==> config.mk <==
export PLATFORM = sky130hd
export DESIGN_NAME = rotor_angle_tracker
export DESIGN_NICKNAME = d
export VERILOG_FILES = /design/src/rtl/rat_pkg.sv /design/src/rtl/rotor_angle_tracker.sv /design/src/rtl/rat_core.sv
export SDC_FILE = /design/constraint.sdc
export NUM_CORES = 1
export LEC_CHECK = 0
export ABC_AREA = 1
export BUFFER_PORTS_ARGS = -buffer_cell sky130_fd_sc_hd__buf_2
export CORE_MARGIN = 4
export CORE_UTILIZATION = 35
export CTS_BUF_LIST = sky130_fd_sc_hd__clkbuf_8
export DETAILED_ROUTE_END_ITERATION = 6
export GPL_TIMING_DRIVEN = 0
export MAX_ROUTING_LAYER = met4
export SLEW_MARGIN = 40
export SYNTH_ARGS = -nofsm -noshare
export SYNTH_HDL_FRONTEND = slang
export SYNTH_SLANG_ARGS = --single-unit
==> constraint.sdc <==
create_clock -name clk -period 15 [get_ports clk]
set_input_delay 0.75 -clock clk [delete_from_list [all_inputs] [get_ports clk]]
set_output_delay 0.75 -clock clk [all_outputs]
set_load 0.05 [all_outputs]
==> src/rtl/rat_pkg.sv <==
// Shared types and constants for the rotor angle tracker.
`default_nettype none

package rat_pkg;

  localparam int unsigned ANGLE_W  = 16;
  localparam int unsigned POS_W    = 32;
  localparam int unsigned AGE_W    = 8;
  localparam int unsigned MULT_W   = 7;
  localparam int unsigned CFG_IDX_W = 3;
  localparam int unsigned CFG_DATA_W = 16;
  localparam int unsigned IN_DATA_W  = 16;
  localparam int unsigned IN_USER_W  = 2;
  localparam int unsigned OUT_DATA_W = 88;
  localparam int unsigned OUT_USER_W = 2;

  localparam logic [AGE_W-1:0] AGE_LIMIT = 8'd255;

  typedef enum logic [CFG_IDX_W-1:0] {
    REG_ELEC_ZERO     = 3'd0,
    REG_ZERO_TRIM     = 3'd1,
    REG_ELEC_PER_MECH = 3'd2,
    REG_DIRECTION     = 3'd3,
    REG_MAX_AGE       = 3'd4
  } cfg_idx_t;

  typedef struct packed {
    logic [ANGLE_W-1:0]        elec_zero;
    logic signed [ANGLE_W-1:0] zero_trim;
    logic [MULT_W-1:0]         elec_per_mech;
    logic                      direction;
    logic [AGE_W-1:0]          max_age;
  } cfg_t;

  typedef struct packed {
    logic [ANGLE_W-1:0]        held_raw;
    logic [ANGLE_W-1:0]        electrical_angle;
    logic signed [ANGLE_W-1:0] step_delta;
    logic signed [POS_W-1:0]   turn_position;
    logic [AGE_W-1:0]          sample_age;
    logic                      angle_ok;
    logic                      angle_safe;
  } res_t;

endpackage

`default_nettype wire

==> src/rtl/rotor_angle_tracker.sv <==
// Top level of the rotor angle tracker: stream ports, config registers, pipeline registers.
// Path: a word accepted into the input register moves on into the result register, which drives out_tdata.
// Throughput: one word per cycle; the input register moves on whenever the result
// register is empty or being taken.
// Reset: synchronous, active low; clears both valid flags, tracking state
// (age to 255) and config registers to their defaults.
`default_nettype none

module rotor_angle_tracker (
  input  wire logic                            clk,
  input  wire logic                            rst_n,
  input  wire logic                            in_tvalid,
  output logic                                 in_tready,
  input  wire logic [rat_pkg::IN_DATA_W-1:0]   in_tdata,  // raw_angle
  input  wire logic [rat_pkg::IN_USER_W-1:0]   in_tuser,  // update_ok, sensor_ok
  output logic                                 out_tvalid,
  input  wire logic                            out_tready,
  // held_raw, electrical_angle, step_delta, turn_position, sample_age
  output logic [rat_pkg::OUT_DATA_W-1:0]       out_tdata,
  output logic [rat_pkg::OUT_USER_W-1:0]       out_tuser, // angle_ok, angle_safe
  input  wire logic                            cfg_valid,
  output logic                                 cfg_ready,
  input  wire logic [rat_pkg::CFG_IDX_W-1:0]   cfg_index,
  input  wire logic [rat_pkg::CFG_DATA_W-1:0]  cfg_data
);
  import rat_pkg::*;

  cfg_t               cfg_r;
  logic               s1_valid_r;
  logic               s1_ok_r;
  logic [ANGLE_W-1:0] s1_raw_r;
  logic               out_valid_r;
  res_t               out_res_r;
  res_t               res;
  logic               adv;

  assign cfg_ready = 1'b1;

  always_ff @(posedge clk) begin
    if (!rst_n) begin
      cfg_r.elec_zero     <= '0;
      cfg_r.zero_trim     <= '0;
      cfg_r.elec_per_mech <= MULT_W'(1);
      cfg_r.direction     <= 1'b1;
      cfg_r.max_age       <= AGE_W'(3);
    end else if (cfg_valid && cfg_ready) begin
      case (cfg_index)
        REG_ELEC_ZERO:     cfg_r.elec_zero     <= cfg_data[ANGLE_W-1:0];
        REG_ZERO_TRIM:     cfg_r.zero_trim     <= signed'(cfg_data[ANGLE_W-1:0]);
        REG_ELEC_PER_MECH: cfg_r.elec_per_mech <= cfg_data[MULT_W-1:0];
        REG_DIRECTION:     cfg_r.direction     <= cfg_data[0];
        REG_MAX_AGE:       cfg_r.max_age       <= cfg_data[AGE_W-1:0];
        default: ;
      endcase
    end
  end

  assign adv       = s1_valid_r && (!out_valid_r || out_tready);
  assign in_tready = !s1_valid_r || adv;

  always_ff @(posedge clk) begin
    if (!rst_n) begin
      s1_valid_r <= 1'b0;
    end else if (in_tready) begin
      s1_valid_r <= in_tvalid;
    end
  end

  always_ff @(posedge clk) begin
    if (in_tvalid && in_tready) begin
      s1_ok_r  <= in_tuser[0] && in_tuser[1];
      s1_raw_r <= in_tdata[ANGLE_W-1:0];
    end
  end

  rat_core u_core (
    .clk   (clk),
    .rst_n (rst_n),
    .adv   (adv),
    .ok    (s1_ok_r),
    .raw   (s1_raw_r),
    .cfg   (cfg_r),
    .res   (res)
  );

  always_ff @(posedge clk) begin
    if (!rst_n) begin
      out_valid_r <= 1'b0;
    end else if (adv) begin
      out_valid_r <= 1'b1;
    end else if (out_tready) begin
      out_valid_r <= 1'b0;
    end
  end

  always_ff @(posedge clk) begin
    if (adv) begin
      out_res_r <= res;
    end
  end

  assign out_tvalid = out_valid_r;
  assign out_tdata  = {out_res_r.sample_age, out_res_r.turn_position,
                       out_res_r.step_delta, out_res_r.electrical_angle,
                       out_res_r.held_raw};
  assign out_tuser  = {out_res_r.angle_safe, out_res_r.angle_ok};

endmodule

`default_nettype wire

==> src/rtl/rat_core.sv <==
// Tracking state and per-sample update logic for the rotor angle tracker.
`default_nettype none

module rat_core (
  input  wire logic                         clk,
  input  wire logic                         rst_n,
  input  wire logic                         adv,
  input  wire logic                         ok,
  input  wire logic [rat_pkg::ANGLE_W-1:0]  raw,
  input  wire rat_pkg::cfg_t                cfg,
  output rat_pkg::res_t                     res
);
  import rat_pkg::*;

  logic [ANGLE_W-1:0]        last_raw_r, last_raw_nxt;
  logic [ANGLE_W-1:0]        prev_raw_r, prev_raw_nxt;
  logic [ANGLE_W-1:0]        last_elec_r, last_elec_nxt;
  logic signed [ANGLE_W-1:0] last_delta_r, last_delta_nxt;
  logic signed [POS_W-1:0]   pos_r, pos_nxt;
  logic [AGE_W-1:0]          age_r, age_nxt;
  logic                      started_r, started_nxt;

  logic [ANGLE_W-1:0]        base;
  logic [ANGLE_W+MULT_W-1:0] scaled;
  logic [ANGLE_W-1:0]        elec;
  logic [ANGLE_W-1:0]        delta;

  assign base   = cfg.elec_zero + ANGLE_W'(cfg.zero_trim);
  assign scaled = {{MULT_W{1'b0}}, raw} * {{ANGLE_W{1'b0}}, cfg.elec_per_mech};
  assign elec   = cfg.direction ? (base + scaled[ANGLE_W-1:0])
                                : (base - scaled[ANGLE_W-1:0]);
  assign delta  = raw - prev_raw_r;

  always_comb begin
    last_raw_nxt   = last_raw_r;
    prev_raw_nxt   = prev_raw_r;
    last_elec_nxt  = last_elec_r;
    last_delta_nxt = last_delta_r;
    pos_nxt        = pos_r;
    age_nxt        = age_r;
    started_nxt    = started_r;
    if (!ok) begin
      if (age_r != AGE_LIMIT) begin
        age_nxt = age_r + 1'b1;
      end
    end else begin
      last_raw_nxt  = raw;
      last_elec_nxt = elec;
      age_nxt       = '0;
      prev_raw_nxt  = raw;
      if (!started_r) begin
        last_delta_nxt = '0;
        started_nxt    = 1'b1;
      end else begin
        last_delta_nxt = delta;
        pos_nxt        = pos_r + POS_W'(signed'(delta));
      end
    end
  end

  always_ff @(posedge clk) begin
    if (!rst_n) begin
      last_raw_r   <= '0;
      prev_raw_r   <= '0;
      last_elec_r  <= '0;
      last_delta_r <= '0;
      pos_r        <= '0;
      age_r        <= AGE_LIMIT;
      started_r    <= 1'b0;
    end else if (adv) begin
      last_raw_r   <= last_raw_nxt;
      prev_raw_r   <= prev_raw_nxt;
      last_elec_r  <= last_elec_nxt;
      last_delta_r <= last_delta_nxt;
      pos_r        <= pos_nxt;
      age_r        <= age_nxt;
      started_r    <= started_nxt;
    end
  end

  assign res.held_raw         = last_raw_nxt;
  assign res.electrical_angle = last_elec_nxt;
  assign res.step_delta       = last_delta_nxt;
  assign res.turn_position    = pos_nxt;
  assign res.sample_age       = age_nxt;
  assign res.angle_ok         = ok;
  assign res.angle_safe       = ok && (age_nxt <= cfg.max_age);

endmodule

`default_nettype wire

# Word-level counts from Yosys, hierarchy flattened
# Cells that the tools add are included.
[word_totals]
register_bits = 262
input_bits = 42
out_inout_bits = 93
word_cells = 63
[op_classes]
add_sub_neg = 6
multipliers = 1
order_cmp = 1
eq_ne = 5
n_mux = 11
reduce_logical = 16
[op_table]
columns = ["op", "n"]
rows = [
  ["$mux W16", 5],
  ["$mux W32", 2],
  ["$add A16 B16 Y16", 2],
  ["$add A32 B16 Y32", 1],
  ["$sub A16 B16 Y16", 2],
  ["$mul A16 B7 Y16", 1],
  ["$mux W8", 2],
  ["$reduce_and A2 Y1", 6],
  ["$add A8 B1 Y8 const B", 1],
  ["$le A8 B8 Y1", 1],
  ["$ne A8 B8 Y1 const B", 1],
  ["$eq A3 B2 Y1 const B", 2],
  ["$logic_and A1 B1 Y1", 4],
  ["$eq A3 B1 Y1 const B", 1],
  ["$eq A3 B3 Y1 const B", 1],
  ["$logic_not A3 Y1", 1],
  ["$logic_not A1 Y1", 2],
  ["$logic_or A1 B1 Y1", 2],
  ["$mux W1", 2],
  ["$reduce_bool A2 Y1", 1],
]

# Depth between registers and ports, before layout
# Gate-level depths: netlist (run 1).
[logic_depth]
depth_word = 5
mapped_depth = 38
ltp_nobuf = 37

# Hierarchy
# A second synthesis (run 1) with hierarchy kept.
[hier_totals]
cells_unflattened = 2312
area_unflattened_um2 = 17418.0
[by_module_without_submodules]
columns = ["mod", "instances", "cells_per_inst", "area_each_um2", "seq_area_each_um2"]
rows = [
  ["rat_core", 1, 1901, 12114.1, 2102.0],
  ["rotor_angle_tracker", 1, 411, 5303.8, 4214.0],
]

# Worst setup path before layout (run 1)
# Ideal clock, no wire load.
[synth_path]
path_type = "reg2reg"
from = "register s1_raw_r[5]"
to = "register out_res_r, in the netlist out_tdata[31], data pin"
setup_time_ps = 263
arrival_time_ps = 5748
required_ps = 14737
setup_slack_ps = 8989
stages_incl_launch_ff = 37
path_buffers = 1
period_less_slack_ps = 6011
cell_sequence = "edfxtp_1 > clkbuf_1 > nand2_1 > inv_1 > fa_1 > inv_1 > fa_1 > inv_1 > fa_1 > inv_1 > fa_1 > inv_1 > ha_1 > a21oi_1 > nor2_1 > nor2_1 > nand2_1 > nand2_1 > nand2_1 > inv_1 > nand4_1 > nand3b_1 > nand2_2 > nand2_2 > xnor2_2 > ha_1 > inv_1 > nor3_1 > inv_1 > o211ai_1 > a21oi_1 > inv_1 > nand3_1 > nand3_2 > nand3_2 > nand2_2 > o21ai_2"
[synth_lines]
columns = ["element", "line", "text"]
rows = [
  ["start, declared", "rotor_angle_tracker.sv:31", "logic [ANGLE_W-1:0] s1_raw_r;"],
  ["start signal, assigned", "rotor_angle_tracker.sv:72", "s1_raw_r <= in_tdata[ANGLE_W-1:0];"],
  ["end signal, assigned", "rotor_angle_tracker.sv:98", "out_res_r <= res;"],
  ["end, declared", "rotor_angle_tracker.sv:33", "res_t out_res_r;"],
]

==> impl_metrics.csv, run 1 <==
group,metric,value,unit
floorplanning,die_area,51600,µm²
clocking,cts_hold_buf,0,
finish,drive_above_1_share,0.107,
detailed_routing,route.detailed.drc,0,
clocking,clockBufferDepth,3,
grt,overflow,0,
critical_path,worst_path_most_repeated_cell,"inv_1",
synth,synthTopCellsByArea,"edfxtp_1 19%, dfxtp_1 18%, nand2_1 11%, ha_1 8.0%, inv_1 7.6%",
clocking,ctsRootBufferMaster,"clkbuf_8",
critical_path,r2r_setup_slack,7.96,ns
floorplanning,std_cell_rows,80,
detailed_routing,drt.antenna.violating_nets,0,
synth,synth_cells,2168,
clocking,cts_tree,"built",
finish,area_delta_synth_final,14.8,%
placed_design,dp_hpwl,38500,µm
synth,syn_nets,2374,
finish,fillCellCount,4895,
synth,synth-seq-cells,262,
clocking,cts_buffers,47,
synth,synth.most_common_cell,"nand2_1",
finish,register_area,6320,µm²
detailed_routing,drtPass1Iterations,7,
synth,yosysWarnings,0,
run,cap_viol_max_count,0,
detailed_routing,routed_wirelength,48500,µm
detailed_routing,avgViaCountPerCell,4.92,
placed_design,pre_cts_ws,8.05,ns
detailed_routing,num_vias,14800,
timing,report.final.slew_viol_count,0,
synth,ys_types,51,
synth,synth_flop_cell,"dfxtp_1",
timing,max_freq,142,MHz
grt,grt_pass1_vias,14400,
critical_path,critPathLaunch,"cfg_r[13]",
detailed_routing,wl_per_cell,16.2,µm
synth,synth.largest_area_cell,"edfxtp_1",
critical_path,required,15.45,ns
synth,synth_edf_count,107,
timing,rsz0062_at_grt,"no",
timing,tightest_slew,0.802,ns
grt,grt_first_pass_wirelength,76200,µm
timing,slew_headroom,0.465,
critical_path,critPathMaxStageDelay,0.54,ns
clocking,cts.clk_slew.worst_paths,0.06,ns
grt,grt_start_max_net_pins,32,
timing,fin_crit,7.04,ns
outcome,status,"finished clean",
power,ir_drop,72.3,µV
critical_path,r2r_end,"out_tdata[31]",
synth,syn_area,16800,µm²
clocking,htreeDepth,2,
synth,syn_avg_cell_area,7.76,µm²
synth,async_flop_share,0,
finish,diodes,0,
critical_path,cp_slowest_cell,"fa_1",
clocking,insertion_delay,0.63,ns
timing,fin_setup_tns,0,ns
power,p_leak,9.36,nW
floorplanning,fp.coreArea,47600,µm²
worst_hold_path,holdPathStages,1,
timing,skew,0.0416,ns
critical_path,worst_r2r_path_depth,35,
power,powerDensity,108,nW/µm²
critical_path,reg2reg_from,"cfg_r[13]",
synth,ys_top_cells_by_count,"484 x nand2_1, 341 x inv_1, 197 x a21oi_1, 178 x o21ai_0, 155 x dfxtp_1",
worst_hold_path,hp-class,"primary input to register",
timing,fin_ws,7.96,ns
grt,antenna_found_initial,0,
grt,grt_util_all_layers,0.191,
timing,finalHoldViolCount,0,
floorplanning,die_y,227,µm
critical_path,cp-start-kind,"register",
clocking,numClockSinks,262,
placed_design,place.gp.congestion,0.921,
floorplanning,start_util,0.353,
finish,final_nets,2559,
synth,yosys.area.top_type_share,0.191,
finish,multi_input_area,8890,µm²
detailed_routing,drtIter0Drc,831,
critical_path,cp.arrival,7.48,ns
worst_hold_path,min_from,"in_tdata[11]",
clocking,cts_setup_buffers,0,
critical_path,crit_path_max_fanout,10,
floorplanning,die_w,227,µm
synth,seq_area_frac_synth,0.376,
clocking,cts_resized,0,
floorplanning,ioPinCount,135,
placed_design,port_buffers,133,
critical_path,cp-end-kind,"register",
timing,fin_crit_sh,0.469,
critical_path,critPathCapture,"out_tdata[31]",
critical_path,path_class,"register to register",
timing,final-setup-viol-count,0,
cell usage in the layout, fill, tap and decap left out, drive strengths merged, types with 56 or more instances in the layout:
master | synthesis | routed
o21ai | 188 | 188
fa | 56 | 56
dfxtp | 155 | 155
ha | 108 | 108
buf | 12 | 148
nor2 | 152 | 152
edfxtp | 107 | 107
clkbuf | 66 | 116
a21oi | 200 | 200
nand3 | 82 | 82
nand2 | 492 | 492
inv | 345 | 364
cells by family after synthesis:
logic type | synth area share
compound gates | 0.148
simple gates | 0.194
other cells | 0.000223
flops | 0.376
xor+xnor | 0.0398
fa+ha+maj | 0.147
buf+inv | 0.0957
stage by stage:
stage	cells	power, mW	instance area [µm²]	hold slack (ns)	utilization
after CTS	3006	2.11	19300	0.257	0.405
after detailed placement	2919	1.40	18300	0.444	0.385
after global routing	3006	2.21	19300	0.279	0.405
after global placement	2916	1.39	18300	0.434	0.383
after floorplan	2168	1.25	16800	0.424	-
final	3006	2.09	19300	0.308	0.405
how the worst min path moves through the flow:
stage	end
2_1_floorplan	u_core.last_elec_r[0]
3_3_place_gp	u_core.last_elec_r[0]
3_5_place_dp	u_core.last_elec_r[0]
4_1_cts	s1_raw_r[11]
5_1_grt	s1_raw_r[11]
6_report	s1_raw_r[11]
worst max-delay path, delay by kind of cell, from the launching register on:
kind / cells / cell delay [ns]
compound gates: 4 / 0.75
xor+xnor: 1 / 0.15
fa+ha+maj: 6 / 2.79
buf+inv: 8 / 1.00
flops: 1 / 0.44
simple gates: 16 / 1.73
power breakdown:
| group | internal (mW) | switching (mW) | total (mW) |
|---|---|---|---|
| clock network | 0.382 | 0.315 | 0.698 |
| registers | 0.786 | 0.0203 | 0.806 |
| logic | 0.180 | 0.403 | 0.583 |
cell type report:
class                   instances  share of cell area
clock inverters                37              0.0148
repair buffers                136              0.0380
clock buffers                  50              0.0357
inverters                     348              0.0677
plain buffers                  78              0.0159
flip-flops and latches        262               0.327
well taps                     615              0.0399
multi-input cells            1480               0.461
layer usage:
metal  vias to the layer above  track usage  share of wire
met5                         -            -              0
met3                       103       0.0297          0.057
li1                       7409            -              -
met1                      6876        0.241           0.44
met2                       405        0.314           0.47
met4                         0       0.0671          0.034
flip-flops by register name, summed over array words and instances, names as in the netlist:
name,flops
out_tdata,88
cfg_r,48
u_core.pos_r,32
s1_raw_r,16
u_core.last_delta_r,16
u_core.last_elec_r,16
u_core.last_raw_r,16
u_core.prev_raw_r,16
u_core.age_r,8
out_tuser,2
out_tvalid,1
s1_ok_r,1
s1_valid_r,1
u_core.started_r,1
(Power assumes the default switching activity.)
==> run 2, diff against run 1 <==
clock period = 6.71 ns   (was 15 ns; I/O delays follow)
==> run 2 against run 1 <==
Against the previous run: sequential share of layout area shrank 0.59 points; worst setup slack lost 7.6 ns; first-iteration DRC count is 2.6% higher; core utilization is 0.80 points higher; via count rose by 0.54%; power up 130%; clock skew decreased by 0.0030 ns; global-route usage increased by 0.15 points; register-to-register slack got worse by 7.6 ns; non-clock buffer count grew 26; clock-buffer cell count stayed put; critical path type unchanged.
==> impl_metrics.csv, run 2 (same netlist as run 1, synthesis figures left out) <==
group,metric,value,unit
finish,final_core_util,0.413,
clocking,cts_tree,"built",
critical_path,cp_slowest_cell,"fa_1",
detailed_routing,num_vias,14900,
detailed_routing,wl_per_cell,16.1,µm
timing,skew,0.0386,ns
clocking,cts_buffers,47,
power,p_total,4.69,mW
timing,fin_crit,6.34,ns
timing,tightest_slew,0.760,ns
timing,final-setup-viol-count,0,
grt,grt_pass1_vias,14600,
grt,grt_first_pass_wirelength,76800,µm
critical_path,cp-start-kind,"register",
placed_design,place.gp.congestion,0.921,
worst_hold_path,hp-class,"primary input to register",
outcome,status,"finished clean",
detailed_routing,route.detailed.drc,0,
critical_path,worst_r2r_path_depth,33,
grt,antenna_found_initial,0,
detailed_routing,drt.antenna.violating_nets,0,
power,ir_drop,162,µV
finish,final_common_cell,"nand2_1",
timing,report.final.slew_viol_count,0,
run,cap_viol_max_count,0,
critical_path,critPathLaunch,"s1_raw_r[2]",
worst_hold_path,holdPathEnd,"cfg_r[1]",
detailed_routing,drtIter0Drc,853,
grt,overflow,0,
finish,fillCellCount,4870,
clocking,htreeDepth,2,
timing,slew_headroom,0.494,
floorplanning,ioPinCount,135,
finish,fin_area,19700,µm²
timing,fin_ws,0.370,ns
detailed_routing,routed_wirelength,48800,µm
critical_path,required,7.17,ns
power,p_leak,9.52,nW
finish,most-common-layout-cells,"484 x nand2_1, 356 x inv_1, 195 x a21oi_1",
clocking,numClockSinks,262,
critical_path,cp-end-kind,"register",
placed_design,placed_cell_area,18300,µm²
placed_design,dp_hpwl,38500,µm
timing,finalHoldViolCount,0,
power,powerDensity,239,nW/µm²
critical_path,critPathMaxStageDelay,0.55,ns
timing,hold_slack,0.0521,ns
clocking,cts.clk_slew.worst_paths,0.06,ns
clocking,insertion_delay,0.62,ns
detailed_routing,drtPass1Iterations,5,
clocking,ctsRootBufferMaster,"clkbuf_8",
placed_design,port_buffers,133,
floorplanning,die_area,51600,µm²
detailed_routing,avgViaCountPerCell,4.91,
finish,largest_reg_flops,88,
floorplanning,die_w,227,µm
critical_path,reg2reg_from,"s1_raw_r[2]",
grt,grt_start_max_net_pins,32,
finish,area_delta_synth_final,17.0,%
floorplanning,start_util,0.353,
finish,drive_above_1_share,0.117,
critical_path,r2r_setup_slack,0.37,ns
worst_hold_path,min_from,"cfg_data[1]",
critical_path,crit_path_max_fanout,7,
critical_path,worst_path_most_repeated_cell,"inv_1",
timing,fin_crit_sh,0.945,
clocking,clockBufferDepth,3,
critical_path,r2r_end,"out_tdata[31]",
finish,diodes,0,
timing,max_freq,158,MHz
floorplanning,std_cell_rows,80,
worst_hold_path,holdPathStages,3,
grt,grt_util_all_layers,0.193,
placed_design,pre_cts_ws,-0.237,ns
floorplanning,die_y,227,µm
critical_path,cp.arrival,6.80,ns
critical_path,path_class,"register to register",
finish,final_nets,2585,
floorplanning,fp.coreArea,47600,µm²
==> run 2: cell count changes in the layout (fill, tap and decap cells not counted), sizes merged <==
cell,delta
dlygate4sd3,+29
buf,+9
clkbuf,-12
==> run 2: critical path, delay by kind of cell (launching register included) <==
| kind | cells | cell delay, ns |
|---|---|---|
| adder cells (fa/ha/maj) | 6 | 2.48 |
| AND/OR/NAND/NOR | 16 | 2.04 |
| buffers and inverters | 8 | 0.68 |
| flip-flops | 1 | 0.54 |
| AO/OA/AOI/OAI | 2 | 0.27 |
| XOR/XNOR | 1 | 0.17 |
==> run 2: where the power goes <==
part,switching [mW],total [mW],internal [mW]
Clock,0.704,1.56,0.855
Combinational,0.905,1.33,0.423
Sequential,0.0502,1.81,1.76
Total,1.66,4.69,3.03
==> run 2: layout make-up <==
class	count	area [µm²]	share of cell area
buffer	69	285	0.0145
clock buffer	50	688	0.0350
clock inverter	37	287	0.0146
inverter	348	1310	0.0664
multi-input combinational	1480	8950	0.455
sequential	262	6320	0.321
tap	615	769	0.0391
timing repair buffer	171	1070	0.0543
==> run 2: metrics by stage <==
step,TNS (ns),instances
2_1_floorplan,0,2168
3_3_place_gp,-0.151,2916
3_5_place_dp,-0.280,2919
4_1_cts,0,3029
5_1_grt,-0.0676,3032
6_report,0,3032
==> run 2: what timing repair did <==
| item | CTS | global route |
|---|---|---|
| gates resized for setup | 7 | 24 |
| endpoints found under the hold margin | 38 | 0 |
| endpoints found under the setup margin | 2 | 2 |
| setup buffers | 3 | 3 |
| hold buffers | 29 | 0 |
| pin swaps | 0 | 2 |
==> run 2: worst max-delay path by stage <==
stage | end | slack (ns) | cells past startpoint
after floorplan | out_tdata[31] | 0.70 | 36
after global placement | out_tdata[31] | -0.15 | 34
after detailed placement | out_tdata[31] | -0.24 | 34
after CTS | out_tdata[31] | 0.06 | 34
after global routing | out_tdata[31] | -0.07 | 33
final | out_tdata[31] | 0.37 | 33
==> run 2: per-layer routing <==
metal | share of wire | wire length, µm | vias to the layer above | track usage
met5 | 0 | 0 | - | -
met4 | 0.032 | 1580 | 0 | 0.0670
met3 | 0.054 | 2650 | 94 | 0.0290
met2 | 0.47 | 23000 | 383 | 0.317
met1 | 0.44 | 21600 | 6921 | 0.243
li1 | - | - | 7475 | -
